--- config.mk ---
export PLATFORM = sky130hd
export DESIGN_NAME = rlid_ctrl
export DESIGN_NICKNAME = d
export VERILOG_FILES = /design/src/rtl/core/rlid_pkg.sv /design/src/rtl/core/rlid_ctrl.sv
export SDC_FILE = /design/constraint.sdc
export NUM_CORES = 1
export LEC_CHECK = 0
export ABC_AREA = 1
export BUFFER_PORTS_ARGS = -buffer_cell sky130_fd_sc_hd__buf_2
export CAP_MARGIN = 20
export CORE_AREA = 2 2 39 41
export CTS_BUF_LIST = sky130_fd_sc_hd__clkbuf_8
export DETAILED_ROUTE_END_ITERATION = 10
export DIE_AREA = 0 0 41 43
export GPL_TIMING_DRIVEN = 0
export PLACE_DENSITY = 0.69
export SKIP_CTS_REPAIR_TIMING = 1
export SYNTH_ARGS = -nofsm -noshare
export SYNTH_HDL_FRONTEND = slang
export SYNTH_SLANG_ARGS = --single-unit
--- constraint.sdc ---
create_clock -name clk -period 1.4 [get_ports clk]
set_input_delay 0.14 -clock clk [delete_from_list [all_inputs] [get_ports clk]]
set_output_delay 0.14 -clock clk [all_outputs]
set_load 0.01 [all_outputs]
--- src/rtl/core/rlid_pkg.sv ---
// rlid_pkg: shared constants, stage codes, register indexes and the
// command/status structs between the controller and the datapath.
// no dependencies
`default_nettype none
package rlid_pkg;

	localparam int STEP_BITS = 20;
	localparam int FRAC_BITS = 16;

	localparam int CNT_W   = STEP_BITS + 1;
	localparam int SUM_W   = 32 + STEP_BITS;
	localparam int LH_W    = 33 + STEP_BITS;
	localparam int DEN_W   = 35 + STEP_BITS;
	localparam int NUM_W   = 57 + STEP_BITS;
	localparam int PV_W    = 55;

	localparam int KI_W    = FRAC_BITS - 2;
	localparam int KI_Q    = ((2 ** FRAC_BITS) * 5 + 50) / 100;

	localparam int THIRD_SH  = STEP_BITS + 1;
	localparam int THIRD_MUL = (2 ** THIRD_SH) / 3 + 1;
	localparam int TH_W      = 2 * STEP_BITS;

	localparam int CFG_W     = 31;
	localparam int CFG_IDX_W = 3;

	localparam logic [CFG_IDX_W-1:0] CFG_IDLE_CNT = 3'd0;
	localparam logic [CFG_IDX_W-1:0] CFG_RES_CNT  = 3'd1;
	localparam logic [CFG_IDX_W-1:0] CFG_IND_CNT  = 3'd2;
	localparam logic [CFG_IDX_W-1:0] CFG_LOCK_CUR = 3'd3;
	localparam logic [CFG_IDX_W-1:0] CFG_SQ_VOLT  = 3'd4;
	localparam logic [CFG_IDX_W-1:0] CFG_PERIOD   = 3'd5;

	localparam logic [2:0] STG_INIT  = 3'd0;
	localparam logic [2:0] STG_IDLE1 = 3'd1;
	localparam logic [2:0] STG_RES   = 3'd2;
	localparam logic [2:0] STG_IDLE2 = 3'd3;
	localparam logic [2:0] STG_IND   = 3'd4;
	localparam logic [2:0] STG_IDLE3 = 3'd5;
	localparam logic [2:0] STG_DONE  = 3'd6;

	localparam logic [31:0] MAX32 = 32'hFFFF_FFFF;

	typedef struct packed {
		logic latch;
		logic step;
		logic sq_a;
		logic sq_b;
		logic sqrt_start;
		logic mag_acc;
		logic sel;
		logic pv;
		logic nlo;
		logic nhi;
		logic div_start;
		logic commit;
		logic out_load;
	} cmd_t;

	typedef struct packed {
		logic is_res;
		logic is_ind;
		logic mag_en;
		logic stage_end;
		logic div_skip;
		logic sqrt_done;
		logic div_done;
	} status_t;

endpackage
`default_nettype wire

--- src/rtl/core/rlid_ctrl.sv ---
// rlid_ctrl: controller state machine sequencing one item through the datapath
// depends on rlid_pkg
`default_nettype none
module rlid_ctrl (
	input  wire logic               clk,
	input  wire logic               arst_n,
	input  wire logic               in_valid,
	output logic                    in_ready,
	output logic                    out_valid,
	input  wire logic               out_ready,
	input  wire rlid_pkg::status_t  status,
	output rlid_pkg::cmd_t          cmd
);

	localparam logic [3:0] ST_IDLE = 4'd0;
	localparam logic [3:0] ST_STEP = 4'd1;
	localparam logic [3:0] ST_CHK  = 4'd2;
	localparam logic [3:0] ST_SQA  = 4'd3;
	localparam logic [3:0] ST_SQB  = 4'd4;
	localparam logic [3:0] ST_SQRT = 4'd5;
	localparam logic [3:0] ST_SQW  = 4'd6;
	localparam logic [3:0] ST_END  = 4'd7;
	localparam logic [3:0] ST_PV   = 4'd8;
	localparam logic [3:0] ST_NLO  = 4'd9;
	localparam logic [3:0] ST_NHI  = 4'd10;
	localparam logic [3:0] ST_DIV  = 4'd11;
	localparam logic [3:0] ST_DIVW = 4'd12;
	localparam logic [3:0] ST_CMT  = 4'd13;
	localparam logic [3:0] ST_FIN  = 4'd14;

	logic [3:0] state_q, state_n;
	logic       sel_q;
	logic       out_valid_q;

	always_comb begin
		cmd     = '0;
		cmd.sel = sel_q;
		state_n = state_q;
		unique case (state_q)
			ST_IDLE: begin
				if (in_valid) begin
					cmd.latch = 1'b1;
					state_n   = ST_STEP;
				end
			end
			ST_STEP: begin
				cmd.step = 1'b1;
				state_n  = status.is_res ? ST_CHK : (status.is_ind ? ST_END : ST_FIN);
			end
			ST_CHK:  state_n = status.mag_en ? ST_SQA : ST_END;
			ST_SQA: begin
				cmd.sq_a = 1'b1;
				state_n  = ST_SQB;
			end
			ST_SQB: begin
				cmd.sq_b = 1'b1;
				state_n  = ST_SQRT;
			end
			ST_SQRT: begin
				cmd.sqrt_start = 1'b1;
				state_n        = ST_SQW;
			end
			ST_SQW: begin
				if (status.sqrt_done) begin
					cmd.mag_acc = 1'b1;
					state_n     = sel_q ? ST_END : ST_SQA;
				end
			end
			ST_END: begin
				if (!status.stage_end)
					state_n = ST_FIN;
				else if (status.div_skip)
					state_n = ST_CMT;
				else if (status.is_res)
					state_n = ST_DIV;
				else
					state_n = ST_PV;
			end
			ST_PV: begin
				cmd.pv  = 1'b1;
				state_n = ST_NLO;
			end
			ST_NLO: begin
				cmd.nlo = 1'b1;
				state_n = ST_NHI;
			end
			ST_NHI: begin
				cmd.nhi = 1'b1;
				state_n = ST_DIV;
			end
			ST_DIV: begin
				cmd.div_start = 1'b1;
				state_n       = ST_DIVW;
			end
			ST_DIVW: begin
				if (status.div_done)
					state_n = ST_CMT;
			end
			ST_CMT: begin
				cmd.commit = 1'b1;
				state_n    = ST_FIN;
			end
			ST_FIN: begin
				if (!out_valid_q || out_ready) begin
					cmd.out_load = 1'b1;
					state_n      = ST_IDLE;
				end
			end
			default: state_n = ST_IDLE;
		endcase
	end

	always_ff @(posedge clk or negedge arst_n) begin
		if (!arst_n) begin
			state_q     <= ST_IDLE;
			sel_q       <= 1'b0;
			out_valid_q <= 1'b0;
		end else begin
			state_q <= state_n;
			if (cmd.mag_acc)
				sel_q <= !sel_q;
			if (cmd.out_load)
				out_valid_q <= 1'b1;
			else if (out_ready)
				out_valid_q <= 1'b0;
		end
	end

	assign in_ready  = state_q == ST_IDLE;
	assign out_valid = out_valid_q;

endmodule
`default_nettype wire

; ---- Yosys cells after proc, flatten, opt, wreduce, memory -nomap -nowiden
; Index checks and enable logic that the tools add are counted.
[totals]
reg_bits = 6
input_bits = 11
output_inout_bits = 15
wordCells = 56
[op_classes]
eq_ne = 18
muxes = 29
n_reduce_logical = 6
[ops]
columns = cell, count
row1 = $pmux 4 s15, 1
row2 = $mux 4, 8
row3 = $eq 4x4->1 const B, 7
row4 = $mux 1, 17
row5 = $eq 4x3->1 const B, 4
row6 = $eq 4x2->1 const B, 2
row7 = $ne 2x2->1 const B, 4
row8 = $mux 3, 2
row9 = $eq 4x1->1 const B, 1
row10 = $logic_not 4->1, 1
row11 = $reduce_and 4->1, 1
row12 = $logic_not 1->1, 2
row13 = $mux 2, 1
row14 = $reduce_bool 2->1, 1
row15 = $logic_or 1x1->1, 1

; ---- Logic depth before layout (Yosys ltp)
[depth]
depth_word = 5
ltp_mapped = 9
ltp_nobuf = 9

; ---- Worst setup path after synthesis
; OpenSTA, ideal clock, no wires.
[synth_timing]
path_kind = flip-flop to flip-flop
from = register state_q[2]
to = register state_q[3]
setup_time_ps = 122
arrival_ps = 1060
required_ps = 1278
setup_slack_ps = 218
stages_incl_launch_ff = 7
path_buffers = 0
period_less_slack_ps = 1182
cell_sequence = dfrtp_1 nor2_1 nand2_1 o21ai_1 nor2_2 nand2_1 o21ai_1
[synth_via]
elab_chain_cells = 3
word_cells_on_any_way = 21
classes_between = 18 x eq/ne / 1 x mux / 2 x reduce/logical
[synth_lines]
columns = item, line_no
row1 = from (decl), rlid_ctrl.sv:31  ; logic [3:0] state_q, state_n;
row2 = from (signal assigned), rlid_ctrl.sv:119  ; state_q <= state_n;
row3 = $eq 4x4->1 (tied with other cells), rlid_ctrl.sv:39  ; unique case (state_q)
row4 = $ne 2x2->1 (no source line), -
row5 = $reduce_and 4->1 (no source line), -
; Parallel ways exist; a longest one is shown, timed or not.
; A chain may end at the register's enable or synchronous reset.

==> impl_metrics.toml <==
[status]
status = "complete, no violations"

[route]
routed_wl_mm = 1.337
vias = 684
wl_per_cell_um = 9.285
drtAntennaViolNets = 0
vias_per_cell = 4.750
drc = 0
drt_iter0_markers = 13
drt-pass1-iter-count = 4

[setup_path]
path_cells = "nor2_4, nand2_1, nor2_1, buf_2"
end_kind = "primary output"
crit_required_ns = 1.26
crit_fanout = 6
cpMaxStageDelayCell = "dfrtp_2"
crit_arrival_ns = 1.20
critPathMaxStageDelay_ns = 0.46
worst-setup-path-type = "flip-flop to primary output"
startpoint_type = "flip-flop"

[synth]
synth_top_area_share_pct = 27.59
yosysUniqueCellTypes = 15
ys_top_cells_by_area = "dfrtp_1, nand2_1, nor2_1"
avgSynthCellArea_um2 = 5.498
syn_nets = 110
yosys.area.top_type = "dfrtp_1"
synth_area_um2 = 544.3
yosysWarnings = 0
synth_seq_area_share_pct = 27.59
netlist_instances = 99
ys_ff_latch = 6

[finish]
diodes = 0
area_growth_pct = 46.90
multi_input_area_um2 = 355.3
fillerInstances = 142
fin_area_um2 = 799.5
register_area_um2 = 155.1
fin_nets = 141
layout-drive-gt1-share_pct = 39.06

[floorplanning]
dieArea_mm2 = 0.001763
num_rows = 14
core-area_mm2 = 0.001384
die_x_um = 41
ioPinCount = 26
initial_core_util_pct = 39.33
die_h_um = 43

[sta]
fin_skew_ns = 0.0001637
tightestPinTransition_ns = 0.1943
rsz0062_at_grt = "yes"
finalHoldViolCount = 0
hold_slack_ns = 0.1394
report.final.slew_viol_count = 0
min_period_ns = 1.342
final.period_utilization_pct = 95.84
slew_headroom_pct = 87.05
max_freq_mhz = 745.3
finalSetupViolations = 0

[flow_run]
timing.max_cap.violations = 0

[cts]
cts_buffers = 3
path_clk_slew_ns = 0.03
clock_sinks = 6
cts_tree = "built"
insertion_delay_ns = 0.22
h-tree-depth = 1
clockRootBuffer = "clkbuf_8"
cts.path.max_buffers = 2

[global_route]
grt_max_degree = 7
grtUsageTotal_pct = 17.02
use_met3_pct = 1.571
antenna_found_initial = 0
grt_pass1_vias = 541
use_met1_pct = 21.85
grt-ovfl-total = 0
met2_usage_pct = 26.25
grt_pass1_wl_mm = 2.021
busiest_layer = "met2"

[place]
portBuffers = 25
gp_congestion = 0.8002
hpwlAfterDp_mm = 1.090
place_area_um2 = 689.4

[power_and_ir_drop]
p_seq_share_pct = 25.3
power_switching_share_pct = 49.54
p_int_mw = 0.8326
p_switching_mw = 0.8175
p_clk_share_pct = 15.2
ir_drop_v = 0.001156
power.density_mw_per_mm2 = 2064
power_frac_comb_pct = 59.6
p_leak_nw = 0.4885

[min_path]
worstHoldPathType = "input port to flip-flop"
==> critical path: cells and delay by family, from the launching register on <==
kind,cells,cell delay [ns]
DFF,1,0.46
and+or+nand+nor,3,0.38
buffers and inverters,1,0.13
==> metal layers <==
layer	share of wire [%]	vias to the layer above
met5	0	-
met4	0	0
met3	5.0	0
met2	52	21
met1	43	300
li1	-	363
==> power by group through the flow <==
stage | sequential, mW | combinational, mW | clock (mW)
2_1_floorplan | 0.339 | 0.632 | 0
3_3_place_gp | 0.356 | 0.864 | 0
3_5_place_dp | 0.354 | 0.878 | 0
4_1_cts | 0.354 | 0.883 | 0.258
5_1_grt | 0.431 | 1.13 | 0.262
6_report | 0.417 | 0.983 | 0.250
==> layout make-up <==
type / count / share of cell area [%]
clock buffers: 3 / 5.164
plain buffers: 1 / 0.9390
flip-flops and latches: 6 / 19.41
multi-input cells: 70 / 44.44
inverters: 22 / 10.64
well taps: 16 / 2.504
repair buffers: 26 / 16.90
==> Yosys cell counts, drive strengths merged <==
library cell / instances
o21bai: 1
nand3b: 1
o21ai: 9
dfrtp: 6
xor2: 1
nand2: 26
a21oi: 1
nand3: 6
nor2: 25
inv: 22
buf: 1
==> layout by cell type, fill, tap and decap left out, types with 2 or more instances in the layout <==
cell type,netlist,layout
buf_2,0,25
clkbuf_8,0,3
dfrtp_1,6,2
dfrtp_2,0,4
inv_1,21,18
inv_2,1,3
nand2_1,26,25
nand3_1,6,6
nor2_1,23,15
nor2_2,2,5
nor2_4,0,5
o21ai_0,6,5
o21ai_1,2,2
o21ai_2,1,2
==> worst paths after layout <==
| check | cells after the start | to | slack [ns] | start |
|---|---|---|---|---|
| max | 4 | cmd[12] | 0.06 | state_q[2]$_DFFE_PN0P_ |
| min | 2 | out_valid$_DFFE_PN0P_ | 0.14 | out_ready |
| max reg2reg | 8 | state_q[2]$_DFFE_PN0P_ | 0.12 | state_q[3]$_DFFE_PN0P_ |
| min reg2reg | 1 | sel_q$_DFFE_PN0P_ | 0.50 | sel_q$_DFFE_PN0P_ |
| max in group asynchronous | 2 | state_q[3]$_DFFE_PN0P_ | 0.96 | arst_n |
| min in group asynchronous | 2 | state_q[0]$_DFFE_PN0P_ | 0.28 | arst_n |
==> state kept, by name, summed over array words and instances, names as in the netlist <==
name       count
state_q        4
out_valid      1
sel_q          1
==> logic make-up (layout without fill, tap and decap cells) <==
kind of cell | count (synthesis) | after routing | synth area share, %
DFF | 6 | 6 | 27.59
AOI/OAI and AO/OA | 11 | 11 | 11.26
xor gates and xnor gates | 1 | 1 | 1.609
buffers and inverters | 23 | 52 | 16.55
and+or+nand+nor | 58 | 58 | 42.99
==> stage by stage <==
step / utilization (%) / setup TNS [ns] / power [mW] / setup WS [ns] / cells
floorplan: - / 0 / 0.9706 / 0.2184 / 99
global placement: 49.82 / -0.009344 / 1.220 / -0.008733 / 140
detailed placement: 49.82 / -0.006480 / 1.232 / -0.006480 / 140
CTS: 52.80 / -0.1758 / 1.494 / -0.05194 / 143
global route: 57.78 / -0.05943 / 1.824 / -0.03068 / 144
finish: 57.78 / 0 / 1.650 / 0.05827 / 144
(Power assumes the default switching activity.)
